**src/hw/rtl/aat_pkg.sv**
```systemverilog
// Package for the active alarm table: sizes, request and status codes,
// and the packed beat and table entry types. No dependencies.
package aat_pkg;

  localparam int MAX_ACTIVE = 16;
  localparam int CODE_BITS  = 16;
  localparam int RESULT_CAP = 16;

  localparam int LIST_CAP = (MAX_ACTIVE < RESULT_CAP) ? MAX_ACTIVE : RESULT_CAP;
  localparam int CODE_W   = (CODE_BITS < 16) ? CODE_BITS : 16;
  localparam int CNT_W    = $clog2(MAX_ACTIVE + 1);
  localparam int IDX_W    = (MAX_ACTIVE > 1) ? $clog2(MAX_ACTIVE) : 1;
  localparam int LEN_W    = (CNT_W > 5) ? CNT_W : 5;

  localparam logic [1:0] REQ_RAISE = 2'd0;
  localparam logic [1:0] REQ_CLEAR = 2'd1;
  localparam logic [1:0] REQ_LIST  = 2'd2;

  localparam logic [1:0] LVL_CRIT = 2'd2;

  localparam logic [2:0] ST_ADDED    = 3'd0;
  localparam logic [2:0] ST_DUP      = 3'd1;
  localparam logic [2:0] ST_FULL     = 3'd2;
  localparam logic [2:0] ST_CLEARED  = 3'd3;
  localparam logic [2:0] ST_NOTFOUND = 3'd4;
  localparam logic [2:0] ST_LIST     = 3'd5;

  typedef struct packed {
    logic [1:0]  req_type;
    logic [1:0]  alarm_level;
    logic [15:0] alarm_code;
    logic [31:0] raise_time;
    logic [4:0]  max_entries;
  } alarm_req_t;

  typedef struct packed {
    logic [2:0]  status;
    logic        entry_valid;
    logic [1:0]  entry_level;
    logic [15:0] entry_code;
    logic [31:0] entry_time;
    logic        last;
    logic [4:0]  active_count;
    logic        any_critical;
  } alarm_rsp_t;

  typedef struct packed {
    logic [1:0]        level;
    logic [CODE_W-1:0] code;
    logic [31:0]       stamp;
  } entry_t;

  localparam int ENTRY_W = $bits(entry_t);

endpackage

```
**src/hw/rtl/aat_ram.sv**
```systemverilog
// Generic simple dual-port RAM: one write port, one read port with a
// registered read. No dependencies.
module aat_ram #(
  parameter int WIDTH = 8,
  parameter int DEPTH = 16,
  localparam int AW = (DEPTH > 1) ? $clog2(DEPTH) : 1
) (
  input  logic             clk,
  input  logic             wr_en,
  input  logic [AW-1:0]    wr_addr,
  input  logic [WIDTH-1:0] wr_data,
  input  logic             rd_en,
  input  logic [AW-1:0]    rd_addr,
  output logic [WIDTH-1:0] rd_data
);

  logic [WIDTH-1:0] mem [DEPTH];

  always_ff @(posedge clk) begin
    if (wr_en) begin
      mem[wr_addr] <= wr_data;
    end
    if (rd_en) begin
      rd_data <= mem[rd_addr];
    end
  end

endmodule

```
**src/hw/rtl/active_alarm_table_core.sv**
```systemverilog
// Active alarm table core: ordered table of alarms held in aat_ram.
// Depends on aat_pkg and aat_ram.
//
// The block keeps up to MAX_ACTIVE alarms (level, code, timestamp) in table
// order in one RAM with a single registered read port, so every table access
// is one entry per cycle. One request is worked at a time. A raise or a clear
// scans the table from the oldest entry, one entry per cycle, until it finds
// the code or reaches the end, then decides in S_DECIDE and presents its
// single result beat from S_EMIT. A clear that hits entry i then moves every
// later entry down by one, one entry per cycle. A list request of n entries
// presents one beat per cycle while the result channel does not stall, after
// the registered read of its first entry; an empty list presents a single
// status beat. A stalled result channel holds the block in place; the next
// request is taken as soon as the last beat of the current one sits in the
// output register, even while that beat still waits. The table needs no
// clearing after reset: only entries below the active count are ever read.
module active_alarm_table_core import aat_pkg::*; (
  input  logic       clk,
  input  logic       rst_n,
  input  logic       in_valid,
  output logic       in_ready,
  input  alarm_req_t in_data,
  output logic       out_valid,
  input  logic       out_ready,
  output alarm_rsp_t out_data
);

  localparam int CW1 = CNT_W + 1;

  typedef enum logic [2:0] {
    S_IDLE,
    S_SCAN,
    S_DECIDE,
    S_SHIFT,
    S_EMIT,
    S_LIST
  } state_t;

  state_t             state_r, state_nxt;
  logic [1:0]         req_type_r, req_type_nxt;
  entry_t             new_entry_r, new_entry_nxt;
  logic [IDX_W-1:0]   idx_r, idx_nxt;
  logic               found_r, found_nxt;
  logic [1:0]         found_lvl_r, found_lvl_nxt;
  logic [2:0]         status_r, status_nxt;
  logic [LEN_W-1:0]   list_n_r, list_n_nxt;
  logic [CNT_W-1:0]   count_r, count_nxt;
  logic [CNT_W-1:0]   crit_cnt_r, crit_cnt_nxt;
  logic               out_valid_r, out_valid_nxt;
  alarm_rsp_t         out_data_r, out_data_nxt;

  logic               ram_wr_en;
  logic [IDX_W-1:0]   ram_wr_addr;
  entry_t             ram_wr_data;
  logic               ram_rd_en;
  logic [IDX_W-1:0]   ram_rd_addr;
  logic [ENTRY_W-1:0] ram_rd_raw;
  entry_t             ram_rd_data;

  logic               out_free;
  logic [CW1-1:0]     idx_p1, idx_p2, cnt_ext1;
  logic [LEN_W-1:0]   acc_n, len_cnt, len_max;
  logic               list_last;

  aat_ram #(
    .WIDTH (ENTRY_W),
    .DEPTH (MAX_ACTIVE)
  ) u_table (
    .clk     (clk),
    .wr_en   (ram_wr_en),
    .wr_addr (ram_wr_addr),
    .wr_data (ram_wr_data),
    .rd_en   (ram_rd_en),
    .rd_addr (ram_rd_addr),
    .rd_data (ram_rd_raw)
  );

  assign ram_rd_data = entry_t'(ram_rd_raw);

  assign in_ready  = (state_r == S_IDLE);
  assign out_valid = out_valid_r;
  assign out_data  = out_data_r;

  // Output slot is free when empty or being drained this cycle.
  assign out_free = !out_valid_r || out_ready;

  assign idx_p1   = CW1'(idx_r) + CW1'(1);
  assign idx_p2   = CW1'(idx_r) + CW1'(2);
  assign cnt_ext1 = CW1'(count_r);

  // List length for the request at the port: min(count, max_entries, cap).
  always_comb begin
    len_cnt = LEN_W'(count_r);
    len_max = LEN_W'(in_data.max_entries);
    acc_n   = (len_cnt < len_max) ? len_cnt : len_max;
    if (acc_n > LEN_W'(LIST_CAP)) begin
      acc_n = LEN_W'(LIST_CAP);
    end
  end

  assign list_last = (LEN_W'(idx_p1) == list_n_r);

  always_comb begin
    state_nxt     = state_r;
    req_type_nxt  = req_type_r;
    new_entry_nxt = new_entry_r;
    idx_nxt       = idx_r;
    found_nxt     = found_r;
    found_lvl_nxt = found_lvl_r;
    status_nxt    = status_r;
    list_n_nxt    = list_n_r;
    count_nxt     = count_r;
    crit_cnt_nxt  = crit_cnt_r;
    out_valid_nxt = out_valid_r;
    out_data_nxt  = out_data_r;

    ram_wr_en   = 1'b0;
    ram_wr_addr = idx_r;
    ram_wr_data = ram_rd_data;
    ram_rd_en   = 1'b0;
    ram_rd_addr = idx_p1[IDX_W-1:0];

    if (out_valid_r && out_ready) begin
      out_valid_nxt = 1'b0;
    end

    unique case (state_r)
      S_IDLE: begin
        if (in_valid) begin
          req_type_nxt        = in_data.req_type;
          new_entry_nxt.level = in_data.alarm_level;
          new_entry_nxt.code  = CODE_W'(in_data.alarm_code);
          new_entry_nxt.stamp = in_data.raise_time;
          idx_nxt             = '0;
          found_nxt           = 1'b0;
          list_n_nxt          = acc_n;
          case (in_data.req_type) inside
            REQ_RAISE, REQ_CLEAR: begin
              if (count_r != '0) begin
                ram_rd_en   = 1'b1;
                ram_rd_addr = '0;
                state_nxt   = S_SCAN;
              end else begin
                state_nxt = S_DECIDE;
              end
            end
            default: begin
              // list, and the unused request code behaves as list
              if (acc_n != '0) begin
                ram_rd_en   = 1'b1;
                ram_rd_addr = '0;
                state_nxt   = S_LIST;
              end else begin
                status_nxt = ST_LIST;
                state_nxt  = S_EMIT;
              end
            end
          endcase
        end
      end

      S_SCAN: begin
        // Compare the entry read last cycle; advance until match or end.
        if (ram_rd_data.code == new_entry_r.code) begin
          found_nxt     = 1'b1;
          found_lvl_nxt = ram_rd_data.level;
          state_nxt     = S_DECIDE;
        end else if (idx_p1 == cnt_ext1) begin
          state_nxt = S_DECIDE;
        end else begin
          ram_rd_en = 1'b1;
          idx_nxt   = idx_p1[IDX_W-1:0];
        end
      end

      S_DECIDE: begin
        state_nxt = S_EMIT;
        if (req_type_r == REQ_RAISE) begin
          if (found_r) begin
            status_nxt = ST_DUP;
          end else if (count_r < CNT_W'(MAX_ACTIVE)) begin
            ram_wr_en   = 1'b1;
            ram_wr_addr = count_r[IDX_W-1:0];
            ram_wr_data = new_entry_r;
            count_nxt   = count_r + CNT_W'(1);
            if (new_entry_r.level == LVL_CRIT) begin
              crit_cnt_nxt = crit_cnt_r + CNT_W'(1);
            end
            status_nxt = ST_ADDED;
          end else begin
            status_nxt = ST_FULL;
          end
        end else if (!found_r) begin
          status_nxt = ST_NOTFOUND;
        end else if (idx_p1 < cnt_ext1) begin
          // Close the gap: read the next entry, write it down next cycle.
          ram_rd_en = 1'b1;
          state_nxt = S_SHIFT;
        end else begin
          count_nxt = count_r - CNT_W'(1);
          if (found_lvl_r == LVL_CRIT) begin
            crit_cnt_nxt = crit_cnt_r - CNT_W'(1);
          end
          status_nxt = ST_CLEARED;
        end
      end

      S_SHIFT: begin
        ram_wr_en = 1'b1;
        if (idx_p2 < cnt_ext1) begin
          ram_rd_en   = 1'b1;
          ram_rd_addr = idx_p2[IDX_W-1:0];
          idx_nxt     = idx_p1[IDX_W-1:0];
        end else begin
          count_nxt = count_r - CNT_W'(1);
          if (found_lvl_r == LVL_CRIT) begin
            crit_cnt_nxt = crit_cnt_r - CNT_W'(1);
          end
          status_nxt = ST_CLEARED;
          state_nxt  = S_EMIT;
        end
      end

      S_EMIT: begin
        if (out_free) begin
          out_valid_nxt              = 1'b1;
          out_data_nxt               = '0;
          out_data_nxt.status        = status_r;
          out_data_nxt.last          = 1'b1;
          out_data_nxt.active_count  = 5'(count_r);
          out_data_nxt.any_critical  = (crit_cnt_r != '0);
          state_nxt                  = S_IDLE;
        end
      end

      S_LIST: begin
        // Hold the read data while the output is stalled.
        if (out_free) begin
          out_valid_nxt             = 1'b1;
          out_data_nxt.status       = ST_LIST;
          out_data_nxt.entry_valid  = 1'b1;
          out_data_nxt.entry_level  = ram_rd_data.level;
          out_data_nxt.entry_code   = 16'(ram_rd_data.code);
          out_data_nxt.entry_time   = ram_rd_data.stamp;
          out_data_nxt.last         = list_last;
          out_data_nxt.active_count = 5'(count_r);
          out_data_nxt.any_critical = (crit_cnt_r != '0);
          if (list_last) begin
            state_nxt = S_IDLE;
          end else begin
            ram_rd_en = 1'b1;
            idx_nxt   = idx_p1[IDX_W-1:0];
          end
        end
      end

      default: begin
        state_nxt = S_IDLE;
      end
    endcase
  end

  always_ff @(posedge clk) begin
    if (!rst_n) begin
      state_r     <= S_IDLE;
      count_r     <= '0;
      crit_cnt_r  <= '0;
      out_valid_r <= 1'b0;
    end else begin
      state_r     <= state_nxt;
      count_r     <= count_nxt;
      crit_cnt_r  <= crit_cnt_nxt;
      out_valid_r <= out_valid_nxt;
    end
    req_type_r  <= req_type_nxt;
    new_entry_r <= new_entry_nxt;
    idx_r       <= idx_nxt;
    found_r     <= found_nxt;
    found_lvl_r <= found_lvl_nxt;
    status_r    <= status_nxt;
    list_n_r    <= list_n_nxt;
    out_data_r  <= out_data_nxt;
  end

  // Critical alarms are a subset of the active ones.
  a_crit_le_count: assert property (@(posedge clk) disable iff (!rst_n)
    crit_cnt_r <= count_r)
    else $error("critical count exceeds active count");

  a_count_range: assert property (@(posedge clk) disable iff (!rst_n)
    count_r <= CNT_W'(MAX_ACTIVE))
    else $error("active count beyond table size");

  // One request at a time: an accepted beat closes the input until done.
  a_one_at_a_time: assert property (@(posedge clk) disable iff (!rst_n)
    (in_valid && in_ready) |=> !in_ready)
    else $error("input accepted while a request is in work");

  // A beat that is not the last can only come from a list still in progress.
  a_mid_list_beat: assert property (@(posedge clk) disable iff (!rst_n)
    (out_valid_r && !out_data_r.last) |-> (state_r == S_LIST))
    else $error("non-final beat outside a list");

endmodule
```
**config.mk**
```make
export PLATFORM = sky130hd
export DESIGN_NAME = active_alarm_table_core
export DESIGN_NICKNAME = d
export VERILOG_FILES = /design/src/hw/rtl/aat_pkg.sv /design/src/hw/rtl/aat_ram.sv /design/src/hw/rtl/active_alarm_table_core.sv
export SDC_FILE = /design/constraint.sdc
export NUM_CORES = 1
export LEC_CHECK = 0
export BUFFER_PORTS_ARGS = -buffer_cell sky130_fd_sc_hd__buf_4
export CAP_MARGIN = 20
export CELL_PAD_IN_SITES_DETAIL_PLACEMENT = 1
export CELL_PAD_IN_SITES_GLOBAL_PLACEMENT = 1
export CORE_ASPECT_RATIO = 2
export CORE_MARGIN = 3
export CORE_UTILIZATION = 58
export CTS_CLUSTER_SIZE = 28
export DETAILED_ROUTE_END_ITERATION = 7
export HOLD_SLACK_MARGIN = 0.08
export PLACE_DENSITY = 0.84
export SETUP_SLACK_MARGIN = 0.2
export SLEW_MARGIN = 40
export SYNTH_ARGS = -nofsm -noshare
export SYNTH_HDL_FRONTEND = slang
export SYNTH_SLANG_ARGS = --single-unit
```
**constraint.sdc**
```tcl
create_clock -name clk -period 12.3 [get_ports clk]
set_clock_uncertainty 0.1 [all_clocks]
set_input_delay 2.46 -clock clk [delete_from_list [all_inputs] [get_ports clk]]
set_output_delay 2.46 -clock clk [all_outputs]
set_load 0.01 [all_outputs]
```
Word level (Yosys, flattened, before mapping)
Memory sizes are Yosys's and may differ from the RTL's. A register that Yosys moved wholly into a read port is not among the register bits.
Index checks and enable logic that the tools add are counted.
{"block": "word_totals", "latchBits": 0, "inputBits": 61, "word_cells": 179, "out_inout_bits": 63, "mem_count": 1, "mem_bits_ro": 0, "reg_bits": 142, "ram_bits": 800}
{"memory": "u_table.mem", "depth": 16, "width": 50, "rd": 1, "rd_ports_with_merged_regs": 1, "wr": 1, "line_no": "aat_ram.sv:17", "source": "logic [WIDTH-1:0] mem [DEPTH];"}
{"block": "op_classes", "muxes": 91, "n_lt_le_gt_ge": 5, "mul": 0, "n_div": 0, "bitwise_logic": 0, "addsub": 6, "n_reduce_logical": 25, "shift": 0, "eq_ne": 30}
{"operator": "$mux W50", "n": 4}
{"operator": "$mux W61", "n": 2}
{"operator": "$pmux W61 S2", "n": 1}
{"operator": "$mux W5", "n": 16}
{"operator": "$mux W4", "n": 15}
{"operator": "$mux W3", "n": 18}
{"operator": "$ne A2 B2 Y1 const B", "n": 12}
{"operator": "$mux W1", "n": 23}
{"operator": "$pmux W5 S2", "n": 2}
{"operator": "$ne A3 B3 Y1 const B", "n": 6}
{"operator": "$pmux W3 S6", "n": 1}
{"operator": "$reduce_and A6 Y1", "n": 3}
{"operator": "$eq A16 B16 Y1", "n": 1}
{"operator": "$pmux W4 S4", "n": 1}
{"operator": "$lt A5 B5 Y1", "n": 3}
{"operator": "$reduce_bool A5 Y1", "n": 3}
{"operator": "$reduce_and A7 Y1", "n": 2}
{"operator": "$add A5 B1 Y5 const B", "n": 2}
{"operator": "$eq A5 B5 Y1", "n": 2}
{"operator": "$sub A5 B1 Y5 const B", "n": 2}
{"operator": "$pmux W3 S3", "n": 1}
{"operator": "$pmux W4 S2", "n": 1}
{"operator": "$eq A3 B2 Y1 const B", "n": 2}
{"operator": "$eq A3 B3 Y1 const B", "n": 2}
{"operator": "22 further kinds", "n": 32}

Depth between registers and ports, before layout
Gate-level depths: netlist (run 1).
{"block": "depth", "depth_word": 9, "depth_mapped": 16, "ltp_nobuf": 13}

Hierarchy
From an unflattened synthesis (run 1), not the netlist that was laid out.
{"block": "hier_totals", "cells_unflattened": 1830, "hier_area_um2": 38247.9}
{"mod": "aat_ram", "area_each_um2": 31410.1, "cells_each": 1294, "n_inst": 1, "seq_area_each_um2": 25524.5}
{"mod": "active_alarm_table_core", "area_each_um2": 6837.8, "cells_each": 536, "n_inst": 1, "seq_area_each_um2": 4124.0}

Worst setup path after synthesis (run 1)
OpenSTA, ideal clock, no wires.
{"block": "synth_timing", "path_type": "input -> register", "from": "in in_data[4] in the netlist's numbering", "to": "reg u_table.rd_data[0] (read register of u_table.mem) (enable)", "slack_ns": 6.139, "path_buffers": 1, "path_stages": 8, "t_arrival_ns": 5.195, "required_ns": 11.334, "setup_time_ns": 0.866, "path_cell_list": "inv_1 ha_1 nand4bb_1 a2111oi_0 o21ai_1 nand3_2 buf_2 o2111ai_1"}
{"block": "synth_between", "elab_chain_cells": 9, "word_cells_on_any_way": 13, "classes_between": "order compare (2); mux (10); reduce/logical (1)"}
{"element": "start, declared", "line_no": "active_alarm_table_core.sv:22", "source": "input alarm_req_t in_data,"}
{"element": "$lt A5 B5 Y1", "line_no": "active_alarm_table_core.sv:95", "source": "acc_n = (len_cnt < len_max) ? len_cnt : len_max;"}
{"element": "$mux W5 (*)", "line_no": "active_alarm_table_core.sv:95"}
{"element": "$gt A5 B5 Y1", "line_no": "active_alarm_table_core.sv:96", "source": "if (acc_n > LEN_W'(LIST_CAP)) begin"}
{"element": "$mux W5 (*)", "line_no": "active_alarm_table_core.sv:96"}
{"element": "$reduce_bool A5 Y1 (*)", "line_no": "active_alarm_table_core.sv:149", "source": "if (acc_n != '0) begin"}
{"element": "$mux W1 (*)", "line_no": "active_alarm_table_core.sv:149"}
{"element": "$mux W1 (*)", "line_no": "active_alarm_table_core.sv:137", "source": "case (in_data.req_type) inside"}
{"element": "$mux W1 (*)", "line_no": "active_alarm_table_core.sv:129", "source": "if (in_valid) begin"}
{"element": "$pmux W1 S5 (*)", "line_no": "active_alarm_table_core.sv:127", "source": "unique case (state_r)"}
{"element": "named net ram_rd_en", "line_no": "active_alarm_table_core.sv:55", "source": "logic ram_rd_en;"}
{"element": "end, declared", "line_no": "aat_ram.sv:14", "source": "output logic [WIDTH-1:0] rd_data"}
Mark *: on every way through the listed nets, which the timed path passes. The rest lies on a longest branch.
A chain may end at the register's enable or synchronous reset.

Worst setup path in the final report (run 1)
{"block": "layout_timing", "from": "in in_data[4] in the netlist's numbering", "to": "reg u_table.rd_data[30] (read register of u_table.mem), data pin"}
{"block": "layout_between", "elab_chain_cells": 9, "word_cells_on_any_way": 13, "classes_between": "order compare (2); mux (10); reduce/logical (1)"}
{"element": "$lt A5 B5 Y1", "line_no": "active_alarm_table_core.sv:95"}
{"element": "$mux W5 (*)", "line_no": "active_alarm_table_core.sv:95"}
{"element": "$gt A5 B5 Y1", "line_no": "active_alarm_table_core.sv:96"}
{"element": "$mux W5 (*)", "line_no": "active_alarm_table_core.sv:96"}
{"element": "$reduce_bool A5 Y1 (*)", "line_no": "active_alarm_table_core.sv:149"}
{"element": "$mux W1 or $mux W4 (tied branches)", "line_no": "active_alarm_table_core.sv:149"}
{"element": "$mux W1 or $mux W4 (tied branches)", "line_no": "active_alarm_table_core.sv:137"}
{"element": "$mux W1 or $mux W4 (tied branches)", "line_no": "active_alarm_table_core.sv:129"}
{"element": "$pmux W1 S5 or $pmux W4 S2 (tied branches)", "line_no": "active_alarm_table_core.sv:127"}
Every way passes the cells marked *; elsewhere a longest branch is shown, timed or not.

==> impl_results.md, run 1 <==
- TritonCTS Buffers: 84
- # DRC: 0
- Chip width: 189 um
- CTS tree: yes
- Syn Inst Count: 2177
- Fin nets: 2402
- Worst Path Buf+Inv: 6
- Cell family with most CP delay: buffers and inverters
- Switching power: 3170 uW
- Root buffer cell: clkbuf_16
- Worst Path Required: 12.59 ns
- Internal power: 6810 uW
- I/O pin cnt: 124
- Status: finished, final reports clean
- Residual overflow from global routing: 0
- Comb power frac: 28.3%
- Layout cells sized above 1: 16.0%
- CP arrival: 7.67 ns
- Overall die area: 70000 um^2
- Postcts setup bufs: 0
- R2r setup slk: 5.51 ns
- HP Class: reg -> reg
- HPWL after DPL: 56.9 mm
- Post-Layout Cell Count: 3268
- PortBufs: 123
- Later-pin clock latency in the skew report: 0.66 ns
- Layout area overhead: 13.2%
- Minimum clock period: 7.39 ns
- R2r endpoint: u_table.rd_data[30]$_DFFE_PP_
- Max-slew violation count: 0
- Ys async rst share: 0%
- Worst Setup Start Kind: input port
- Initial antenna violation count: 4
- P_leak: 0.0151 uW
- Crit-path slowest cell: a2111oi_0
- Avg WL per Cell: 33.9 um
- Clock buffer depth: 3
- Hold Vio Cnt, Final: 0
- FF-to-FF Start: idx_r[2]$_SDFFCE_PN0P_
- Synth top area share: 76.0%
- Synthesized cell area: 38700 um^2
- Hold Crit Endpoint: out_data[60]$_SDFFCE_PP1P_
- Post-synth net total: 2259
- Routability Congestion: 0.817
- Post-synth top area cell: edfxtp_1
- Clock transition at path regs: 0.07 ns
- Predominant post-synthesis flop cell: edfxtp_1
- Worst slew pin tran: 0.921 ns
- Post-synth top cells: 978 x edfxtp_1, 400 x mux2i_1, 199 x o22ai_1
- Cell Count Post-Placement: 3110
- Area contributors post-synth: edfxtp_1 76%, mux2i_1 10%, o22ai_1 3.2%
- F_max: 135 MHz
- CP Cell Sequence: buf_4 -> inv_1 -> ha_1 -> nand4bb_1 -> a2111oi_0 -> o21ai_1 -> nand3_2 -> and2_4 -> buf_4 -> buf_12 -> buf_16 -> buf_16 -> mux2i_1 -> o22ai_1 -> or4_1
- Maximum net fanout on the critical path: 49
- Cts hold-fix bufs: 0
- Hold Crit Depth: 1
- Number of global-route vias before repair: 23.5k
- Register share of total power: 44.9%
- MaxCap Viol Count: 0
- Final core occ: 66.4%
- Yosys warns: 0
- Sequential fraction of the synthesis area: 76.7%
- Drt first pass iters: 8
- Most frequent cell after synthesis: edfxtp_1
- Drt initial violations: 2719
- Sw Ratio: 31.7%
- Vias: 22.0k
- Hold Startpoint: status_r[2]$_DFFE_PP_
- H-tree levels: 3
- Core region area: 65900 um^2
- Largest net degree at the start of global routing: 73
- Antenna viol nets, final: 0
- IR Drop Worst-Case VDD: 0.163 mV
- RSZ-0062 raised after global routing: no
- Routed wire length: 111 mm
- Clock power share: 26.8%
- Post-CTS Resized: 0
- CP Capture Type: register
- GRT Util Overall: 31.6%
- Sink Count: 992
- Pwr Density: 228 nW/um^2
- Synth Area per Inst: 17.8 um^2
- Finish-stage setup viols: 0
- First-pass GRT wire length: 160 mm
- Flops & latches, synth: 992
- Initial Util: 58.7%
- Final setup TNS: 0 ns
- Period utilization: 60.0%
- EDFF count, synth: 978
- Reg2Reg Depth: 15
- Worst rel slew slack: 38.5%
- CP max stage delay: 0.60 ns
- Die height: 371 um
- Row Count: 133
- Post-synth cell types: 53
- CP Class: in -> reg
- Via/cell ratio: 6.74
==> worst max-delay path by stage <==
stage                     from  slack (ns)  cells past startpoint                            end
CTS                 in_data[4]        5.01                     15  u_table.rd_data[30]$_DFFE_PP_
global route        in_data[4]        4.71                     15  u_table.rd_data[30]$_DFFE_PP_
finish              in_data[4]        4.91                     15  u_table.rd_data[30]$_DFFE_PP_
global placement    in_data[4]        5.01                     13  u_table.rd_data[34]$_DFFE_PP_
detailed placement  in_data[4]        4.41                     15  u_table.rd_data[30]$_DFFE_PP_
floorplan           in_data[4]        6.14                      8   u_table.rd_data[0]$_DFFE_PP_
==> power by group through the flow <==
| stage | sequential, uW | clock [uW] | combinational, uW |
|---|---|---|---|
| floorplan | 4490 | 0 | 1880 |
| global route | 4490 | 2820 | 2980 |
| global placement | 4530 | 0 | 2500 |
| CTS | 4470 | 2700 | 2790 |
| detailed placement | 4540 | 0 | 2730 |
| finish | 4480 | 2670 | 2830 |
==> metrics by stage <==
step	hold WS [ns]	power (uW)	cell area, um^2	setup WS [ns]
after global placement	0.393	7030	40700	5.01
after floorplan	0.336	6370	38700	6.14
after global routing	0.440	10300	43700	4.71
final	0.414	9980	43800	4.91
after CTS	0.415	9960	43700	5.01
after detailed placement	0.399	7260	41000	4.41
==> metal layers <==
metal	wire, um	share of wire, %	vias up	global-route usage (%)
li1	-	-	9005	-
met1	39500	36	11400	38.9
met2	57800	52	1349	55.5
met3	9100	8.2	276	5.41
met4	4370	3.9	4	13.0
met5	23	0.021	-	0
==> cell type report <==
| cell class | count | area [um^2] |
|---|---|---|
| clock inverter | 49 | 404 |
| tap | 877 | 1100 |
| multi-input combinational | 1047 | 8670 |
| antenna | 3 | 7.51 |
| fill | 5592 | 22100 |
| clock buffer | 105 | 2290 |
| timing repair buffer | 169 | 1540 |
| inverter | 26 | 98.8 |
| sequential | 992 | 29600 |
==> layout by cell type (no fill, tap or decap), types with 25 or more instances in the layout <==
cell type	Yosys	final
buf_4	14	135
nand2_1	27	27
mux2_2	50	50
o22ai_1	199	199
nor2_1	52	36
or4_1	51	51
mux2i_1	400	400
clkbuf_16	0	89
edfxtp_1	978	978
and3_1	55	55
inv_1	26	25
xnor2_1	28	28
==> logic make-up (layout without fill, tap and decap cells) <==
logic type	after synthesis	in the layout	synth area share, %
AO/OA/AOI/OAI	278	278	4.51
XOR/XNOR	31	31	0.738
adder cells (fa/ha/maj)	21	21	0.680
buffers and inverters	138	349	1.61
flip-flops	992	992	76.7
multiplexers	450	450	11.8
other	0	3	0
AND/OR/NAND/NOR	267	267	3.97
==> sequential cells by signal (all words and copies together), names as in the netlist, 4 cells and up <==
name and cells:
crit_cnt_r 5, out_data 61, list_n_r 5, count_r 5
idx_r 4, u_table.rd_data 50, new_entry_r 50, u_table.mem 800
No activity file was read; power rests on OpenSTA's default activity.
==> run 2, diff against run 1 <==
Settings changed: CORE_UTILIZATION 58 to 48, PLACE_DENSITY 0.84 to 0.74.
Clock period 12.3 ns to 5.9 ns, I/O delays scaled along.
==> run 2 against run 1 <==
  * Final cell count increased by 5.7%
  * Die area increased by 20%
  * Clock power increased by 120%
  * Non-clock buffer count increased by 29
  * Register-to-register slack got worse by 4.9 ns
  * Flip-flop and latch count unchanged
  * Hold slack got worse by 0.00074 ns
  * Utilization decreased by 10 points
  * Sequential share of layout area decreased by 1.1 points
  * Routed wire length decreased by 6.4%
  * Global-route usage decreased by 6.9 points
==> impl_results.md, run 2 (synthesized netlist as in run 1, its figures left out) <==
- Status: finished, final reports clean
- Clock power share: 27.6%
- Number of global-route vias before repair: 23.0k
- Worst rel slew slack: 42.9%
- Most frequent cells in the layout: 978 x edfxtp_1, 400 x mux2i_1, 199 x o22ai_1, 155 x buf_4, 86 x clkbuf_16
- HPWL after DPL: 58.5 mm
- Most common cell after layout, fill and taps aside: edfxtp_1
- GRT Util Overall: 24.7%
- CP Class: reg -> reg
- Internal power: 14400 uW
- Largest net degree at the start of global routing: 73
- Filler cells: 7157
- Worst Setup Start Kind: register
- CP Capture Type: register
- Initial antenna violation count: 4
- Via/cell ratio: 6.14
- Worst slew pin tran: 0.855 ns
- ANT cells: 0
- Comb power frac: 27.7%
- Area post-placement: 41700 um^2
- Avg WL per Cell: 30.0 um
- Core region area: 79500 um^2
- Crit-path slowest cell: and2_4
- Postcts setup bufs: 0
- Fin nets: 2433
- Die height: 407 um
- Sw Ratio: 30.9%
- Cts hold-fix bufs: 0
- MaxCap Viol Count: 0
- Routed wire length: 104 mm
- Pwr Density: 468 nW/um^2
- Layout area overhead: 15.1%
- Hold Vio Cnt, Final: 0
- Period utilization: 89.2%
- Drt first pass iters: 5
- Antenna viol nets, final: 0
- Clock buffer depth: 3
- # DRC: 0
- Final design area excluding fillers: 44500 um^2
- Post-CTS Resized: 0
- Later-pin clock latency in the skew report: 0.66 ns
- CP max stage delay: 0.54 ns
- IR Drop Worst-Case VDD: 0.360 mV
- Worst Path Required: 6.20 ns
- P_leak: 0.0154 uW
- Sink Count: 992
- Initial Util: 48.7%
- Final worst slack: 0.635 ns
- Vias: 21.2k
- Clock transition at path regs: 0.07 ns
- Minimum clock period: 5.27 ns
- Maximum net fanout on the critical path: 72
- Routability Congestion: 0.791
- Total Power: 20800 uW
- RSZ-0062 raised after global routing: no
- PortBufs: 123
- Reg with most FFs: u_table.mem
- Largest register FFs: 800
- Residual overflow from global routing: 0
- Row Count: 146
- H-tree levels: 3
- Chip width: 207 um
- CP arrival: 5.56 ns
- Finish-stage setup viols: 0
- Dpl ws: 0.674 ns
- Layout cells sized above 1: 17.3%
- I/O pin cnt: 124
- Max-slew violation count: 0
- R2r setup slk: 0.63 ns
- Overall die area: 84200 um^2
- CTS tree: yes
- First-pass GRT wire length: 152 mm
- Register share of total power: 44.7%
- TritonCTS Buffers: 86
- Drt initial violations: 2135
- Final setup TNS: 0 ns
- HP Class: reg -> reg
- Switching power: 6430 uW
- Root buffer cell: clkbuf_16
- CP Cell Sequence: ha_1 -> xnor2_1 -> inv_1 -> ha_1 -> a21o_1 -> nand2_1 -> nand3_2 -> mux2i_1 -> and2_4 -> buf_12 -> mux2i_1 -> o22ai_1 -> or4_1
- F_max: 190 MHz
run 2: cell types whose count changed in the layout (fill, tap and decap cells not counted), moves of 3 or more:
cell	previous run	this run
buf_12	10	34
diode_2	3	0
clkinv_8	0	3
buf_8	1	4
clkinvlp_4	8	4
clkinv_4	1	4
clkbuf_16	89	86
clkbuf_8	0	4
buf_4	135	155
bufinv_16	6	10
clkinv_1	20	15
buf_6	20	3
run 2: path summary, 6_finish.rpt:
check,start,endpoint,depth (start not counted)
min reg2reg,status_r[2]$_DFFE_PP_,out_data[60]$_SDFFCE_PP1P_,1
min,status_r[2]$_DFFE_PP_,out_data[60]$_SDFFCE_PP1P_,1
max,idx_r[2]$_SDFFCE_PN0P_,u_table.rd_data[10]$_DFFE_PP_,13
max reg2reg,idx_r[2]$_SDFFCE_PN0P_,u_table.rd_data[10]$_DFFE_PP_,13
run 2: power groups by stage:
stage / Combinational, uW / Sequential (uW) / Clock [uW]
2_1_floorplan: 3920 / 9370 / 0
3_3_place_gp: 5420 / 9470 / 0
3_5_place_dp: 5740 / 9460 / 0
4_1_cts: 5780 / 9320 / 5850
5_1_grt: 6190 / 9350 / 6120
6_report: 5770 / 9330 / 5750
run 2: routing by layer:
metal,track usage (%),wire length (um)
met5,0,12
met4,9.48,3690
met3,3.37,5990
met2,43.4,54400
met1,30.8,39700
run 2: through the flow:
| step | util [%] | hold WS [ns] | instances |
|---|---|---|---|
| after global routing | 56.0 | 0.427 | 3455 |
| final | 56.0 | 0.414 | 3455 |
| after detailed placement | 52.4 | 0.407 | 3299 |
| after floorplan | - | 0.336 | 2177 |
| after global placement | 52.3 | 0.382 | 3293 |
| after CTS | 56.0 | 0.423 | 3455 |
run 2: final cells by class:
cell class | instances | area [um^2] | area share (%)
clock buffers | 105 | 2260 | 5.09
repair buffers | 198 | 1990 | 4.48
multi-input cells | 1047 | 8650 | 19.4
clock inverters | 51 | 553 | 1.24
well taps | 1036 | 1300 | 2.91
flip-flops and latches | 992 | 29600 | 66.6
inverters | 26 | 98.8 | 0.222
run 2: critical path: cells and delay by family, from the launching register on:
kind | cells | cell delay, ns
adders and majority gates | 2 | 0.61
DFF | 1 | 0.53
muxes | 2 | 0.70
and+or+nand+nor | 4 | 1.60
buffers and inverters | 2 | 0.65
AOI/OAI and AO/OA | 2 | 0.29
xor gates and xnor gates | 1 | 0.42
==> run 3, diff against run 2 <==
Settings changed: CORE_ASPECT_RATIO 2 to unset.
==> run 3 against run 2 <==
  * Final cell count is 0.84% higher
  * Utilization is 0.16 points higher
  * Register-to-register slack worse by 0.08 ns
  * Critical path depth stayed put
  * Fmax is 1.6% lower
  * Combinational power hardly changed
  * Flip-flop and latch count stayed put
  * Sequential power is 0.4% higher
  * Total power is 2.7% higher
  * Non-clock buffer count is 13 lower
  * Count of clock-buffer cells in the layout is 22 higher
  * Clock power is 9.0% higher
==> impl_results.md, run 3 (synthesized netlist as in run 1, its figures left out) <==
- Drt first pass iters: 7
- Initial Util: 48.7%
- Layout cells sized above 1: 16.9%
- Drt initial violations: 2040
- Reg2Reg Depth: 13
- Residual overflow from global routing: 0
- # DRC: 0
- IR Drop Worst-Case VDD: 0.306 mV
- Root buffer cell: clkbuf_16
- Avg WL per Cell: 29.9 um
- GRT Util Overall: 24.4%
- Crit-path slowest cell: and2_4
- Most frequent cells in the layout: 978 x edfxtp_1, 400 x mux2i_1, 199 x o22ai_1, 164 x buf_4, 105 x clkbuf_16
- Overall die area: 84000 um^2
- Postcts setup bufs: 0
- Clock buffer depth: 3
- Finish-stage setup viols: 0
- PortBufs: 123
- First-pass GRT wire length: 153 mm
- Cts hold-fix bufs: 0
- Post-Layout Cell Count: 3484
- Die height: 290 um
- WP depth: 13
- Core region area: 79400 um^2
- CTS tree: yes
- HPWL after DPL: 55.5 mm
- Layout area overhead: 15.3%
- Hold Vio Cnt, Final: 0
- MaxCap Viol Count: 0
- CP Class: reg -> reg
- F_max: 187 MHz
- Max-slew violation count: 0
- RSZ-0062 raised after global routing: no
- Most common cell after layout, fill and taps aside: edfxtp_1
- Cell Count Post-Placement: 3299
- Largest net degree at the start of global routing: 63
- Post-CTS Resized: 0
- Maximum net fanout on the critical path: 62
- Vias: 21.4k
- H-tree levels: 3
- Via/cell ratio: 6.13
- Clock transition at path regs: 0.06 ns
- CP Capture Point: u_table.rd_data[19]$_DFFE_PP_
- Routed wire length: 104 mm
- Worst Setup Start Kind: register
- Routability Congestion: 0.832
- R2r endpoint: u_table.rd_data[19]$_DFFE_PP_
- Minimum clock period: 5.35 ns
- Cell family with most CP delay: simple AND/OR/NAND/NOR gates
- Final setup TNS: 0 ns
- CP Cell Sequence: ha_1 -> xnor2_1 -> inv_1 -> ha_1 -> a21o_1 -> nand2_1 -> nand3_2 -> mux2i_1 -> and2_4 -> buf_12 -> mux2i_1 -> o22ai_1 -> or4_1
- Final design area excluding fillers: 44600 um^2
- Reg with most FFs: u_table.mem
- R2r setup slk: 0.55 ns
- P_leak: 0.0155 uW
- Chip width: 290 um
- Period utilization: 90.7%
- Antenna viol nets, final: 0
- Filler cells: 7166
- CP max stage delay: 0.61 ns
- FF-to-FF Start: idx_r[2]$_SDFFCE_PN0P_
- Area post-placement: 41300 um^2
- HP Class: reg -> reg
- Area of the multi-input gates: 8650 um^2
- Worst Path Required: 6.19 ns
- Sink Count: 992
- FF/Latch Area: 29600 um^2
- Largest register FFs: 800
- CP Capture Type: register
- Later-pin clock latency in the skew report: 0.67 ns
- Final core occ: 56.2%
- I/O pin cnt: 124
- Worst rel slew slack: 42.5%
- Initial antenna violation count: 1
- Worst slew pin tran: 0.862 ns
- Number of global-route vias before repair: 22.7k
- TritonCTS Buffers: 103
- Fin nets: 2437
- Status: finished, final reports clean
- Worst Path Buf+Inv: 2
- Row Count: 103
- CP arrival: 5.64 ns
- Pwr Density: 480 nW/um^2
- ANT cells: 0
- Worst setup path start: idx_r[2]$_SDFFCE_PN0P_
==> run 3: changes by cell type in the layout (fill, tap and decap cells not counted), moves of 7 or more <==
cell	previous run	this run
clkinv_1	15	29
buf_12	34	21
clkbuf_1	15	22
buf_4	155	164
clkbuf_16	86	105
==> run 3: area by class of cell <==
class / count / share of cell area (%)
sequential: 992 / 66.5
multi-input combinational: 1047 / 19.4
timing repair buffer: 185 / 3.70
inverter: 26 / 0.222
tap: 1050 / 2.95
clock inverter: 57 / 1.16
clock buffer: 127 / 6.08
==> run 3: per-stage QoR <==
| stage | hold WS, ns | total power [uW] | worst slack, ns |
|---|---|---|---|
| after global routing | 0.420 | 22200 | 0.354 |
| after global placement | 0.387 | 14900 | 0.917 |
| after floorplan | 0.336 | 13300 | 1.02 |
| after CTS | 0.403 | 21500 | 0.641 |
| after detailed placement | 0.389 | 15200 | 0.746 |
| final | 0.410 | 21400 | 0.551 |
==> run 3: report_power, final <==
group | internal [uW] | switching (uW) | leakage, uW | total (uW)
Sequential | 9050 | 316 | 0.00898 | 9370
Combinational | 2160 | 3590 | 0.00495 | 5760
Clock | 3600 | 2670 | 0.00156 | 6270
Total | 14800 | 6580 | 0.0155 | 21400
==> run 3: how the worst min path moves through the flow <==
| stage | start | endpoint | slack, ns | cells past startpoint |
|---|---|---|---|---|
| floorplan | u_table.rd_data[48]$_DFFE_PP_ | found_lvl_r[0]$_DFFE_PP_ | 0.34 | 0 |
| global placement | crit_cnt_r[3]$_SDFFE_PN0P_ | crit_cnt_r[3]$_SDFFE_PN0P_ | 0.39 | 2 |
| detailed placement | u_table.rd_data[48]$_DFFE_PP_ | found_lvl_r[0]$_DFFE_PP_ | 0.39 | 0 |
| CTS | u_table.rd_data[48]$_DFFE_PP_ | found_lvl_r[0]$_DFFE_PP_ | 0.40 | 0 |
| global route | status_r[0]$_DFFE_PP_ | out_data[58]$_SDFFCE_PP1P_ | 0.42 | 1 |
| finish | status_r[2]$_DFFE_PP_ | out_data[60]$_SDFFCE_PP1P_ | 0.41 | 1 |
==> run 3: metal layers <==
metal  vias up  wire (um)  share of wire (%)  track usage, %
met3       186       7010                6.7            3.28
met1     11200      43100                 41            33.4
met4         0       2760                2.6            8.13
met5         -          0                  0               0
li1       9099          -                  -               -
met2       900      51400                 49            40.8
